[config.mk]
export PLATFORM = sky130hd
export DESIGN_NAME = rmsn_sqrt
export DESIGN_NICKNAME = d
export VERILOG_FILES = /design/src/rtl/rmsn_pkg.sv /design/src/rtl/rmsn_sqrt.sv
export SDC_FILE = /design/constraint.sdc
export NUM_CORES = 1
export LEC_CHECK = 0
export ABC_AREA = 1
export ABC_CLOCK_PERIOD_IN_PS = 4600
export BUFFER_PORTS_ARGS = -buffer_cell sky130_fd_sc_hd__buf_4
export CAP_MARGIN = 20
export CORE_MARGIN = 4
export CORE_UTILIZATION = 59
export CTS_BUF_LIST = sky130_fd_sc_hd__clkbuf_16
export CTS_CLUSTER_SIZE = 8
export DETAILED_ROUTE_END_ITERATION = 10
export GPL_TIMING_DRIVEN = 1
export PLACE_DENSITY = 0.81
export SYNTH_ARGS = -nofsm -noshare
export SYNTH_HDL_FRONTEND = slang
export SYNTH_SLANG_ARGS = --single-unit
[constraint.sdc]
create_clock -name clk -period 4.6 [get_ports clk]
set_input_delay 0.46 -clock clk [delete_from_list [all_inputs] [get_ports clk]]
set_output_delay 0.46 -clock clk [all_outputs]
set_load 0.02 [all_outputs]
[src/rtl/rmsn_pkg.sv]
// rmsn_pkg: widths, reset values, register indexes and fixed constants
// for the RMS row normalizer. No dependencies; used by every rtl file.
`default_nettype none

package rmsn_pkg;

  // payload fields
  localparam int SAMPLE_W = 16;
  localparam int GAIN_W   = 16;
  localparam int OUT_W    = 16;
  localparam int IN_DATA_W  = SAMPLE_W + GAIN_W;
  localparam int OUT_DATA_W = OUT_W;

  // configuration
  localparam int ROW_LEN_W  = 7;
  localparam int EPS_W      = 24;
  localparam int CFG_IDX_W  = 1;
  localparam int CFG_DATA_W = EPS_W;
  localparam logic [CFG_IDX_W-1:0] CFG_ROW_LENGTH = 1'b0;
  localparam logic [CFG_IDX_W-1:0] CFG_EPSILON    = 1'b1;
  localparam logic [ROW_LEN_W-1:0] ROW_LEN_RST    = 7'd64;
  localparam logic [EPS_W-1:0]     EPS_RST        = 24'd17;

  localparam int MAX_ROW_DEF = 64;

  // arithmetic
  localparam int SQ_W    = 31;   // sample^2, Q7.24, never negative
  localparam int SUM_W   = 38;   // running sum of squares, wraps
  localparam int MEAN_W  = 39;   // mean square plus epsilon
  localparam int ROOT_W  = 20;   // floor sqrt of MEAN_W bits
  localparam int INV_W   = 29;   // inverse root, Q.16
  localparam int DIV_N_W = SUM_W;
  localparam int DIV_D_W = ROOT_W;
  localparam logic [INV_W-1:0]   INV_MAX = {INV_W{1'b1}};
  localparam logic [DIV_N_W-1:0] INV_NUM = 38'd268435456;  // 1.0 as 2^28

endpackage

`default_nettype wire

[src/rtl/rmsn_sqrt.sv]
// rmsn_sqrt: digit-by-digit floor square root, one root bit per cycle.
// Depends on rmsn_pkg for MEAN_W and ROOT_W.
`default_nettype none

module rmsn_sqrt (
  input  wire logic                        clk,
  input  wire logic                        rst_n,
  input  wire logic                        start,
  input  wire logic [rmsn_pkg::MEAN_W-1:0] radicand,
  output logic                             done,
  output logic [rmsn_pkg::ROOT_W-1:0]      root
);
  import rmsn_pkg::*;

  localparam int RAD_W  = 2 * ROOT_W;
  localparam int REM_W  = ROOT_W + 2;
  localparam int STEP_W = $clog2(ROOT_W);
  localparam logic [STEP_W-1:0] LAST_STEP = STEP_W'(ROOT_W - 1);

  logic                busy_r;
  logic                done_r;
  logic [STEP_W-1:0]   step_r;
  logic [RAD_W-1:0]    rad_r;
  logic [REM_W-1:0]    rem_r;
  logic [ROOT_W-1:0]   root_r;

  logic [REM_W+1:0]    rem_sh;
  logic [REM_W+1:0]    trial;
  logic [REM_W+1:0]    rem_diff;
  logic                fits;

  // bring down two radicand bits, try appending a one to the root
  assign rem_sh   = {rem_r, rad_r[RAD_W-1 -: 2]};
  assign trial    = {2'b00, root_r, 2'b01};
  assign fits     = rem_sh >= trial;
  assign rem_diff = rem_sh - trial;

  always_ff @(posedge clk) begin
    if (!rst_n) begin
      busy_r <= 1'b0;
      done_r <= 1'b0;
      step_r <= '0;
    end else begin
      done_r <= 1'b0;
      if (start) begin
        busy_r <= 1'b1;
        step_r <= '0;
      end else if (busy_r) begin
        step_r <= step_r + 1'b1;
        if (step_r == LAST_STEP) begin
          busy_r <= 1'b0;
          done_r <= 1'b1;
        end
      end
    end
  end

  always_ff @(posedge clk) begin
    if (start) begin
      rad_r  <= RAD_W'(radicand);
      rem_r  <= '0;
      root_r <= '0;
    end else if (busy_r) begin
      rad_r  <= {rad_r[RAD_W-3:0], 2'b00};
      rem_r  <= fits ? rem_diff[REM_W-1:0] : rem_sh[REM_W-1:0];
      root_r <= {root_r[ROOT_W-2:0], fits};
    end
  end

  assign done = done_r;
  assign root = root_r;

endmodule

`default_nettype wire

==> results.cfg <==
[routing]
ant_nets = 0
vias = 4660
vias_per_cell = 5.39
drc = 0
routedWlPerCell_microns = 14.1
drtPass1Iterations = 5
drt_iter0_drc = 264
drt-total-wl_mm = 12.2

[pwr]
ir_worst_vdd_mv = 0.385
combPwrFrac = 0.573
p_seq_frac = 0.248
power_density_mw_per_mm2 = 693
switching_power_mw = 1.95
pwr-share-clk = 0.179
switching_share = 0.479
intPower_mw = 2.12
cellLeakagePower_nw = 3.04

[synthesis]
synth_nets = 763
syn_inst = 698
synth_top_area_cell = edfxtp_1
yosysWarnings = 0
ys_seq_elements = 89
yosysSeqAreaShare = 0.432
synth_area_per_cell_sq_um = 7.21
syn_area_sq_mm = 0.00503
synthTopCellsByArea = edfxtp_1, nand2_1, dfxtp_1, inv_1, ha_1
synth.distinct_cells = 35
synth_top_area_frac = 0.233

[sta]
relSlewSlack = 0.480
worst_slew_pin_slew_ps = 779
tns_ps = 0
timing.final.setup_violations = 0
fin_ws_ps = 2190
post-route-period-util = 0.523
drv_slew = 0
rsz0062_at_grt = false
hold_ws_ps = 375
finalHoldViolations = 0
finClkSkew_ps = 9.19
layout_min_cycle_time_ps = 2410
fmax_mhz = 416

[clock_tree]
post_cts_resized = 0
cts-root-buf = clkbuf_16
cts.path.max_buffers = 2
tritoncts = built
post_cts_buffers = 0
cts_buffers = 9
hold_buffers = 0
clkLatencyLatePin_ps = 350
clock_sinks = 89
htree_num_levels = 3
path_clk_slew_ps = 70

[cells_and_area]
fin_cells = 865
fillCellCount = 700
synthToLayoutAreaGrowth_pct = 16.5
post-route-util = 0.710
final_nets = 820
antennaDiodeCount = 0
drive_gt1_frac = 0.132

[die]
dieArea_sq_mm = 0.0101
die-height_microns = 100
die_w_microns = 100
rows = 33
core-area_sq_mm = 0.00826
start_util = 0.610
io_pins = 63

[worst_setup_path]
max_stage_delay_ps = 380
crit_family = simple AND/OR/NAND/NOR gates
path_common_cell = nand2_1
cp-end-kind = flip-flop
critical_path.cell_chain = inv_1 > ha_1 > nand2_1 > nand2_1 > nand2_1 > nand2_1 > nand2_1 > nand2_1 > a21oi_4 > nand2_4 > or2_2 > nand3_1 > nand2_1
startpoint_type = flip-flop
crit_path_top_delay_cell = ha_1
arrival_ps = 2650
rrSetupSlack_ps = 2190
crit_type = flip-flop to flip-flop
worst_ep_required_time_ps = 4840
cp_max_fo = 36
path_buf_inv = 1

[placed_design]
place_ws_ps = 2180
globalplace.congestion = 1.01
numPortBuffers = 62
place_inst = 848
dpl.hpwl_mm = 8.80

[global_routing]
antenna_found_initial = 0
grt_pass1_vias = 4586
grt_first_pass_wirelength_mm = 20.8
grt_max_degree = 47
track_usage = 0.256
overflow = 0

[outcome]
run_status = completed

[run]
cap_viol_max_count = 0

[worst_hold_path]
hold_path_class = input port to flip-flop
[Yosys cell counts, drive strengths merged]
cell type and n:
xnor2 5, nand3 38, dfxtp 50, a21oi 25, o22ai 19, nor3b 1
nand4 9, inv 101, o21ai 18, nor2 35, nor3 8, xor2 3
ha 23, edfxtp 39, nor4 1, o211ai 6, nand3b 1, buf 8
or2 3, clkbuf 12, nand2 290, and2 1, a31oi 2
[power by group through the flow]
stage / Clock, mW / Sequential, mW / Combinational [mW]
2_1_floorplan: 0 / 1.01 / 1.86
3_3_place_gp: 0 / 1.02 / 2.19
3_5_place_dp: 0 / 1.03 / 2.25
4_1_cts: 0.726 / 1.01 / 2.28
5_1_grt: 0.766 / 1.02 / 2.64
6_report: 0.727 / 1.01 / 2.33
[through the flow]
step	power [mW]	cell area, sq um
2_1_floorplan	2.87	5030
3_3_place_gp	3.21	5550
3_5_place_dp	3.27	5550
4_1_cts	4.01	5840
5_1_grt	4.43	5870
6_report	4.07	5870
[cell usage in the layout, fill, tap and decap left out, drive strengths merged]
cell type    n
nand2      290
inv        105
buf         66
dfxtp       50
edfxtp      39
nand3       38
nor2        35
a21oi       25
ha          23
o22ai       19
o21ai       18
clkbuf      10
nand4        9
nor3         8
o211ai       6
xnor2        5
or2          3
xor2         3
a31oi        2
clkinvlp     2
nor3b        1
and2         1
nor4         1
nand3b       1
[layout make-up]
class / instances / area (sq um) / share of cell area
clock buffer: 10 / 250 / 0.0427
timing repair buffer: 66 / 515 / 0.0879
sequential: 89 / 2170 / 0.370
inverter: 101 / 379 / 0.0646
tap: 105 / 131 / 0.0224
clock inverter: 6 / 40.0 / 0.00683
multi-input combinational: 488 / 2380 / 0.405
[logic make-up after synthesis]
kind of cell / share of synthesized area
adder cells (fa/ha/maj): 0.0572
AO/OA/AOI/OAI: 0.0800
flip-flops: 0.432
buffers and inverters: 0.0962
XOR/XNOR: 0.0139
AND/OR/NAND/NOR: 0.321
[flip-flops by register name, indices dropped and copies added, names as in the netlist]
signal  flops
busy_r      1
done        1
rad_r      40
rem_r      22
root       20
step_r      5
[worst reg2reg max path, stage by stage (launching register included)]
cell and delay, ps:
dfxtp_1 340, inv_1 100, ha_1 380, nand2_1 90, nand2_1 80, nand2_1 70, nand2_1 80, nand2_1 70
nand2_1 90, a21oi_4 230, nand2_4 270, or2_2 380, nand3_1 80, nand2_1 50
[metal layers]
| metal | track usage | vias to the layer above | wire length, microns |
|---|---|---|---|
| li1 | - | 2335 | - |
| met3 | 0.0584 | 31 | 967 |
| met1 | 0.328 | 2111 | 5160 |
| met4 | 0.109 | 0 | 363 |
| met2 | 0.414 | 183 | 5660 |
| met5 | 0 | - | 0 |
[path summary, 6_finish.rpt]
kind,start,endpoint,cells after the start
setup reg to reg,root[7],rem_r[9],13
hold reg to reg,step_r[4],step_r[4],1
hold / removal,radicand[1],rad_r[1],3
setup / recovery,root[7],rem_r[9],13
Note: power is estimated with default switching activity, not from simulation.
