[config.mk]
export PLATFORM = sky130hd
export DESIGN_NAME = rmsn_div
export DESIGN_NICKNAME = d
export VERILOG_FILES = /design/src/rtl/rmsn_pkg.sv /design/src/rtl/rmsn_div.sv
export SDC_FILE = /design/constraint.sdc
export NUM_CORES = 1
export LEC_CHECK = 0
export ABC_CLOCK_PERIOD_IN_PS = 2600
export BUFFER_PORTS_ARGS = -buffer_cell sky130_fd_sc_hd__buf_2
export CELL_PAD_IN_SITES_DETAIL_PLACEMENT = 1
export CELL_PAD_IN_SITES_GLOBAL_PLACEMENT = 2
export CORE_UTILIZATION = 35
export DETAILED_ROUTE_END_ITERATION = 8
export HOLD_SLACK_MARGIN = 0.03
export PLACE_DENSITY = 0.81
export SYNTH_ARGS = -nofsm -noshare
export SYNTH_HDL_FRONTEND = slang
export SYNTH_SLANG_ARGS = --single-unit
[constraint.sdc]
create_clock -name clk -period 2.6 [get_ports clk]
set_input_delay 0.39 -clock clk [delete_from_list [all_inputs] [get_ports clk]]
set_output_delay 0.39 -clock clk [all_outputs]
set_load 0.02 [all_outputs]
[src/rtl/rmsn_pkg.sv]
// rmsn_pkg: widths, reset values, register indexes and fixed constants
// for the RMS row normalizer. No dependencies; used by every rtl file.
`default_nettype none

package rmsn_pkg;

  // payload fields
  localparam int SAMPLE_W = 16;
  localparam int GAIN_W   = 16;
  localparam int OUT_W    = 16;
  localparam int IN_DATA_W  = SAMPLE_W + GAIN_W;
  localparam int OUT_DATA_W = OUT_W;

  // configuration
  localparam int ROW_LEN_W  = 7;
  localparam int EPS_W      = 24;
  localparam int CFG_IDX_W  = 1;
  localparam int CFG_DATA_W = EPS_W;
  localparam logic [CFG_IDX_W-1:0] CFG_ROW_LENGTH = 1'b0;
  localparam logic [CFG_IDX_W-1:0] CFG_EPSILON    = 1'b1;
  localparam logic [ROW_LEN_W-1:0] ROW_LEN_RST    = 7'd64;
  localparam logic [EPS_W-1:0]     EPS_RST        = 24'd17;

  localparam int MAX_ROW_DEF = 64;

  // arithmetic
  localparam int SQ_W    = 31;   // sample^2, Q7.24, never negative
  localparam int SUM_W   = 38;   // running sum of squares, wraps
  localparam int MEAN_W  = 39;   // mean square plus epsilon
  localparam int ROOT_W  = 20;   // floor sqrt of MEAN_W bits
  localparam int INV_W   = 29;   // inverse root, Q.16
  localparam int DIV_N_W = SUM_W;
  localparam int DIV_D_W = ROOT_W;
  localparam logic [INV_W-1:0]   INV_MAX = {INV_W{1'b1}};
  localparam logic [DIV_N_W-1:0] INV_NUM = 38'd268435456;  // 1.0 as 2^28

endpackage

`default_nettype wire

[src/rtl/rmsn_div.sv]
// rmsn_div: restoring divider, one quotient bit per cycle.
// Depends on rmsn_pkg for operand widths. Divisor must be nonzero.
`default_nettype none

module rmsn_div (
  input  wire logic                        clk,
  input  wire logic                        rst_n,
  input  wire logic                        start,
  input  wire logic [rmsn_pkg::DIV_N_W-1:0] dividend,
  input  wire logic [rmsn_pkg::DIV_D_W-1:0] divisor,
  output logic                             done,
  output logic [rmsn_pkg::DIV_N_W-1:0]      quotient
);
  import rmsn_pkg::*;

  localparam int STEP_W = $clog2(DIV_N_W);
  localparam logic [STEP_W-1:0] LAST_STEP = STEP_W'(DIV_N_W - 1);

  logic                busy_r;
  logic                done_r;
  logic [STEP_W-1:0]   step_r;
  logic [DIV_N_W-1:0]  quo_r;
  logic [DIV_D_W-1:0]  rem_r;
  logic [DIV_D_W-1:0]  dvs_r;

  logic [DIV_D_W:0]    rem_sh;
  logic [DIV_D_W:0]    rem_diff;
  logic                fits;

  assign rem_sh   = {rem_r, quo_r[DIV_N_W-1]};
  assign fits     = rem_sh >= {1'b0, dvs_r};
  assign rem_diff = rem_sh - {1'b0, dvs_r};

  always_ff @(posedge clk) begin
    if (!rst_n) begin
      busy_r <= 1'b0;
      done_r <= 1'b0;
      step_r <= '0;
    end else begin
      done_r <= 1'b0;
      if (start) begin
        busy_r <= 1'b1;
        step_r <= '0;
      end else if (busy_r) begin
        step_r <= step_r + 1'b1;
        if (step_r == LAST_STEP) begin
          busy_r <= 1'b0;
          done_r <= 1'b1;
        end
      end
    end
  end

  always_ff @(posedge clk) begin
    if (start) begin
      quo_r <= dividend;
      rem_r <= '0;
      dvs_r <= divisor;
    end else if (busy_r) begin
      quo_r <= {quo_r[DIV_N_W-2:0], fits};
      rem_r <= fits ? rem_diff[DIV_D_W-1:0] : rem_sh[DIV_D_W-1:0];
    end
  end

  assign done     = done_r;
  assign quotient = quo_r;

endmodule

`default_nettype wire

==> summary.md, run 1 <==
| Metric | Value |
|---|---|
| Clk slew on worst S/H paths | ~70 ps |
| Vias in the first global route | slightly above 4000 |
| Most common cell after layout, fill and taps aside | buf_2 |
| Full die area | between 0.01 and 0.015 mm2 |
| Slew headroom | 0.677 |
| Post-Synthesis Net Count | between 500 and 600 |
| Clk sinks | 86 |
| Port bufs | roughly 100 |
| Detailed placement HPWL | between 9 and 10 mm |
| Clock Tree Root | clkbuf_16 |
| Crit path max fanout | 5 |
| CTS Hold Bufs | 0 |
| Worst reg2reg path startpoint | rem_r[2]$_SDFFE_PP0P_ |
| Dpl cell area | roughly 0.0055 mm2 |
| Largest delay share family, worst path | compound AO/OA/AOI/OAI gates |
| Initial core utilization | 0.364 |
| CP Launch Type | flip-flop |
| Vert. Die Dim | about 120 um |
| Post-synth design cell area | between 0.004 and 0.005 mm2 |
| First-pass GRT wire length | between 20 and 25 mm |
| Floorplan row count | 41 |
| Top cells by area, synth | edfxtp_1 37%, dfxtp_1 12%, mux2_2 9.2% |
| Main synth FF type | edfxtp_1 |
| Final hold vios | 0 |
| Clock Skew | approximately 7.9 ps |
| Async S/R FF share, synth | 0 |
| Layout Nets | 640 |
| Cell variety after synth | 50 |
| Crit path depth | 9 |
| Largest net degree at the start of global routing | 39 |
| Pwr/cell area | 660 mW/mm2 |
| Mean Syn Cell Area | approximately 11 um2 |
| Share of post-route cells with drive strength above 1 | 0.355 |
| Setup ws final | slightly above 80 ps |
| #FFs+latches synth | 86 |
| # diodes | 0 |
| CTS Buffer Depth | 2 |
| Status | finished, final reports clean |
| Area share of the largest cell type after synthesis | 0.373 |
| Total grt overflow | 0 |
| Post-synth EDFFs | 58 |
| Final setup TNS | 0 ps |
| TritonCTS clock tree | done |
| Period utilisation layout | 0.968 |
| CP endpoint | quotient[0]$_DFFE_PP_ |
| Via count of the routed design | 3882 |
| Clk_lat worst skew | 350 ps |
| Initial antenna violation count | 1 |
| Routed Antenna Nets | 0 |
| F_max | just under 0.4 GHz |
| FF-to-FF setup slack | ~80 ps |
| Reg2Reg Depth | 9 |
| Crit-path most repeated cell | a21o_1 |
| Worst-margin pin slew | 473 ps |
| H-tree depth | 3 |
| Top Ports | 100 |
| Critical path endpoint category | flip-flop |
| CP Buf/Inv Count | 1 |
| Final cell count without fillers | 733 |
| Slowest CP cell | ha_1 |
| Initial DRT Pass Iterations | 4 |
| DP Worst Slack | about 44 ps |
| Drt drc | 0 |
| Req. time, crit path | about 2700 ps |
| Most frequent cells in the layout | 98 x buf_2, 58 x edfxtp_1, 38 x mux2_2 |
| Placed cell count | 714 |
| Crit-path cells | ha_1 > a21o_1 > a21oi_4 > nand2_2 > a41oi_4 > a21o_1 > buf_4 > nand2_1 > mux2_2 |
| Post-route design area | around 0.006 mm2 |
| Wirelength per Cell | 18.1 um |
| # Max-Cap Violations | 0 |
| Final WL | 13.3 mm |
| CP startpoint | rem_r[2]$_SDFFE_PP0P_ |
| Final setup fails | 0 |
| Synth area leader | edfxtp_1 |
| Die width | roughly 120 um |
| CP peak stage delay | between 300 and 400 ps |
| Placer Congestion | ~0.84 |
| CP arrival | 2620 ps |
| Slew Limit Fails | 0 |
| P&R area growth vs syn | 26.3% |
| Fin crit period | about 2500 ps |
| Sequential area share after synthesis | 0.493 |
| Starting DRC count in detailed routing | between 100 and 150 |
| Final Power | 3.90 mW |
| VDD IR max | 0.000310 V |
| Yosys warns | 0 |
| Core region area | about 0.013 mm2 |
| All-Layer GR Usage | 0.198 |
| HP Class | in2reg |
| CP Class | reg2reg |
| TritonCTS buffer count | 9 |
| Post-synthesis instance total | about 440 |
| Lkg Pwr | ~2.4 nW |
| R2r endpoint | quotient[0]$_DFFE_PP_ |
| Average vias per placed instance | 5.30 |
[how the worst min path moves through the flow]
stage | start | to | cells after the start | slack, ps
after global routing | divisor[9] | dvs_r[9]$_DFFE_PP_ | 1 | 210
after CTS | divisor[8] | dvs_r[8]$_DFFE_PP_ | 1 | 200
after global placement | step_r[5]$_SDFFE_PP0P_ | step_r[5]$_SDFFE_PP0P_ | 2 | 470
after detailed placement | rem_r[18]$_SDFFE_PP0P_ | rem_r[18]$_SDFFE_PP0P_ | 2 | 500
final | divisor[8] | dvs_r[8]$_DFFE_PP_ | 1 | 210
after floorplan | step_r[5]$_SDFFE_PP0P_ | step_r[5]$_SDFFE_PP0P_ | 2 | 460
[synthesized netlist by cell type (2+ instances only)]
cell / number
nand2b_1: 8
a211oi_1: 4
nor3b_1: 2
a21o_1: 6
a41oi_1: 2
buf_1: 2
xnor2_1: 11
a2111oi_0: 2
buf_4: 2
a31oi_1: 4
o21bai_1: 3
a311oi_1: 14
nand4_1: 8
inv_1: 26
mux2_2: 38
clkbuf_1: 10
nor2b_1: 2
nand2_1: 22
a21oi_1: 19
or3_1: 4
ha_1: 22
nor4_1: 3
o21ai_0: 21
a21oi_2: 2
nor3_1: 4
nor2_1: 37
o311ai_0: 2
nand3_1: 19
xor2_1: 9
o21a_1: 2
o211ai_1: 4
a211o_1: 2
o21ai_1: 11
edfxtp_1: 58
and2_1: 5
dfxtp_1: 28
buf_2: 5
[layer usage]
metal,routed length (um),GRT usage
met2,6190,0.322
met3,1030,0.0533
met1,5760,0.248
met5,17,0
met4,260,0.0833
[flip-flops by register name, indices dropped and copies added, names as in the netlist]
register and count:
done 1, dvs_r 20, step_r 6, busy_r 1, quotient 38, rem_r 20
[final cells by class]
type / instances / area [um2]
inverters: 26 / 97.6
flip-flops and latches: 86 / 2300
fillers: 1470 / 6920
clock inverters: 6 / 68.8
clock buffers: 10 / 239
multi-input cells: 304 / 2250
well taps: 172 / 215
repair buffers: 129 / 736
[metrics by stage]
stage	hold WS [ps]	utilization
after floorplan	458	-
after global placement	470	0.429
after detailed placement	504	0.429
after CTS	202	0.454
after global routing	211	0.460
final	212	0.460
[what timing repair did]
item	4_1_cts	5_1_grt
pin swaps	0	5
gates resized for setup	1	16
setup buffers	0	3
endpoints found under the setup margin	1	19
[cells by family after synthesis]
family,synth area share
buffers and inverters,0.0415
AO/OA/AOI/OAI,0.154
multiplexers,0.0915
flip-flops,0.493
AND/OR/NAND/NOR,0.120
XOR/XNOR,0.0375
adder cells (fa/ha/maj),0.0632
[power breakdown]
group	total (mW)	internal [mW]	switching [mW]
registers	1.67	1.60	0.0694
logic	0.885	0.370	0.515
clock network	1.35	0.778	0.570
Power figures use the tool's default switching activity.
==> inputs of run 2 (changes only) <==
--- a/config.mk
+++ b/config.mk
@@ -9,6 +9,7 @@
 export BUFFER_PORTS_ARGS = -buffer_cell sky130_fd_sc_hd__buf_2
 export CELL_PAD_IN_SITES_DETAIL_PLACEMENT = 1
 export CELL_PAD_IN_SITES_GLOBAL_PLACEMENT = 2
+export CORE_MARGIN = 8
 export CORE_UTILIZATION = 35
 export DETAILED_ROUTE_END_ITERATION = 8
 export HOLD_SLACK_MARGIN = 0.03
==> constraint.sdc (replaced) <==
create_clock -name clk -period 2.6 [get_ports clk]
set_input_delay 0.39 -clock clk [delete_from_list [all_inputs] [get_ports clk]]
set_output_delay 0.39 -clock clk [all_outputs]
set_load 0.005 [all_outputs]
==> run 2 against run 1 <==
Net effect:
- sequential power about the same
- setup slack improved by 63 ps
- routed wire length increased by 2.2%
- sequential share of layout area increased by 0.31 points
- combinational power decreased by 9.5%
- count of clock-buffer cells in the layout decreased by 1
- via count decreased by 1.4%
- non-clock buffer count decreased by 4
- maximum frequency increased by 2.6%
- critical path type unchanged
- largest power group unchanged
==> summary.md, run 2 (same netlist as run 1, synthesis figures left out) <==
| Metric | Value |
|---|---|
| Drt drc | 0 (unchanged) |
| Slew Limit Fails | 0 (unchanged) |
| F_max | 0.407 GHz (was 0.397 GHz) |
| DP Worst Slack | 96.0 ps (was 44.0 ps) |
| Flop pwr share | 0.445 (was 0.427) |
| CTS Buffer Depth | 2 (unchanged) |
| # Max-Cap Violations | 0 (unchanged) |
| Net Sw Frac | 0.299 (was 0.296) |
| Clock Tree Root | clkbuf_16 (unchanged) |
| CTS Hold Bufs | 0 (unchanged) |
| Int Power | 2.63 mW (was 2.74 mW) |
| Most common cell after layout, fill and taps aside | buf_2 (unchanged) |
| Setup ws final | 146 ps (was 82.4 ps) |
| Total grt overflow | 0 (unchanged) |
| TritonCTS buffer count | 9 (unchanged) |
| Unrepaired setup endpoints after global routing | no |
| Worst hold margin | 209 ps (was 212 ps) |
| Floorplan row count | 42 (was 41) |
| Crit-path cells | inv_1 > ha_1 > nand2_1 > or3_1 > o21ai_1 > a41oi_4 > a21oi_4 > buf_12 > o21ai_0 > a311oi_2 (was ha_1 > a21o_1 > a21oi_4 > nand2_2 > a41oi_4 > a21o_1 > buf_4 > nand2_1 > mux2_2) |
| Slew headroom | 0.639 (was 0.677) |
| Placed cell count | 716 (was 714) |
| Wirelength per Cell | 18.5 um (was 18.1 um) |
| Status | finished, final reports clean (unchanged) |
| Initial core utilization | 0.356 (was 0.364) |
| CP Class | reg2reg (unchanged) |
| First-pass GRT wire length | 21.9 mm (was 21.6 mm) |
| Most frequent cells in the layout | 98 x buf_2, 58 x edfxtp_1, 38 x mux2_2 (unchanged) |
| Detailed placement HPWL | 10.5 mm (was 9.81 mm) |
| CP Launch Type | flip-flop (unchanged) |
| Clk sinks | 86 (unchanged) |
| Average vias per placed instance | 5.22 (was 5.30) |
| Vert. Die Dim | 132 um (was 118 um) |
| FF-to-FF setup slack | 150 ps (was 80 ps) |
| Starting DRC count in detailed routing | 193 (was 111) |
| Largest net degree at the start of global routing | 40 (was 39) |
| Layout Nets | 636 (was 640) |
| Period utilisation layout | 0.944 (was 0.968) |
| Core region area | 0.0131 mm2 (was 0.0128 mm2) |
| Via count of the routed design | 3829 (was 3882) |
| Critical path endpoint category | flip-flop (unchanged) |
| Final cell count without fillers | 733 (unchanged) |
| Final setup TNS | 0 ps (unchanged) |
| Clock Skew | 13.1 ps (was 7.90 ps) |
| Full die area | 0.0173 mm2 (was 0.0138 mm2) |
| Layout Utilization | 0.446 (was 0.460) |
| Pwr/cell area | 640 mW/mm2 (was 660 mW/mm2) |
| CP Buf/Inv Count | 2 (was 1) |
| Final WL | 13.6 mm (was 13.3 mm) |
| CP peak stage delay | 420 ps (was 370 ps) |
| VDD IR max | 0.000382 V (was 0.000310 V) |
| Initial DRT Pass Iterations | 4 (unchanged) |
| Routed Antenna Nets | 0 (unchanged) |
| Req. time, crit path | 2860 ps (was 2700 ps) |
| Clk_lat worst skew | 350 ps (about the same) |
| Initial antenna violation count | 0 (was 1) |
| Final setup fails | 0 (unchanged) |
| Share of post-route cells with drive strength above 1 | 0.350 (was 0.355) |
| Max reg flops | 38 (unchanged) |
| Worst-margin pin slew | 528 ps (was 473 ps) |
| Largest delay share family, worst path | compound AO/OA/AOI/OAI gates (unchanged) |
| TritonCTS clock tree | done (unchanged) |
| Crit path max fanout | 11 (was 5) |
| HP Class | in2reg (unchanged) |
| Final hold vios | 0 (unchanged) |
| Clk slew on worst S/H paths | 70 ps (about the same) |
| Lkg Pwr | 2.38 nW (was 2.40 nW) |
| Comb power frac | 0.214 (was 0.227) |
| # diodes | 0 (unchanged) |
| Power share of the clock group | 0.341 (was 0.346) |
| Vias in the first global route | 4290 (was 4133) |
| P&R area growth vs syn | 25.3% (was 26.3%) |
| CP arrival | 2710 ps (was 2620 ps) |
| H-tree depth | 3 (unchanged) |
| Die width | 132 um (was 118 um) |
| Placer Congestion | 0.879 (was 0.838) |
| Slowest CP cell | ha_1 (unchanged) |
| Fin crit period | 2450 ps (was 2520 ps) |
| Net Sw Power | 1.12 mW (was 1.15 mW) |
| Port bufs | 99 (unchanged) |
| All-Layer GR Usage | 0.158 (was 0.198) |
| Top Ports | 100 (unchanged) |
==> run 2: cell types whose count changed in the layout (fill, tap and decap cells not counted), sizes merged <==
| cell | delta |
|---|---|
| clkbuf | -1 |
| inv | +3 |
| clkinv | -1 |
| buf | -4 |
| bufinv | -1 |
==> run 2: metrics by stage <==
stage | total power, mW | cell area, um2
global route | 3.94 | 5860
detailed placement | 2.48 | 5510
CTS | 3.79 | 5800
global placement | 2.46 | 5510
finish | 3.75 | 5860
floorplan | 2.16 | 4670
==> run 2: timing repair <==
| item | 4_1_cts | 5_1_grt |
|---|---|---|
| buffers inserted | 0 | 1 |
| endpoints found under the setup margin | 0 | 19 |
| gates resized for setup | 0 | 14 |
==> run 2: routing by layer <==
| metal | vias up | global-route usage | part of all wire |
|---|---|---|---|
| li1 | 1855 | - | - |
| met4 | 0 | 0.0619 | 0.017 |
| met2 | 117 | 0.252 | 0.46 |
| met5 | - | 0 | 0 |
| met3 | 13 | 0.0789 | 0.10 |
| met1 | 1844 | 0.178 | 0.42 |
==> run 2: worst paths after layout <==
check	cells past startpoint	from	endpoint
setup reg to reg	10	dvs_r[10]$_DFFE_PP_	rem_r[6]$_SDFFE_PP0P_
setup / recovery	10	dvs_r[10]$_DFFE_PP_	rem_r[6]$_SDFFE_PP0P_
hold / removal	1	divisor[17]	dvs_r[17]$_DFFE_PP_
hold reg to reg	2	step_r[5]$_SDFFE_PP0P_	step_r[5]$_SDFFE_PP0P_
==> run 2: final cells by class <==
cell class	count	area [um2]
Fill cell	1492	7280
Sequential cell	86	2300
Multi-Input combinational cell	304	2230
Timing Repair Buffer	125	718
Clock buffer	9	225
Tap cell	176	220
Inverter	26	97.6
Clock inverter	7	61.3
==> run 2: power groups by stage <==
stage                     Sequential [mW]  Combinational [mW]  Clock [mW]
after global placement               1.69               0.767           0
final                                1.67               0.801        1.28
after CTS                            1.67               0.789        1.33
after floorplan                      1.68               0.477           0
after global routing                 1.68               0.892        1.36
after detailed placement             1.70               0.785           0
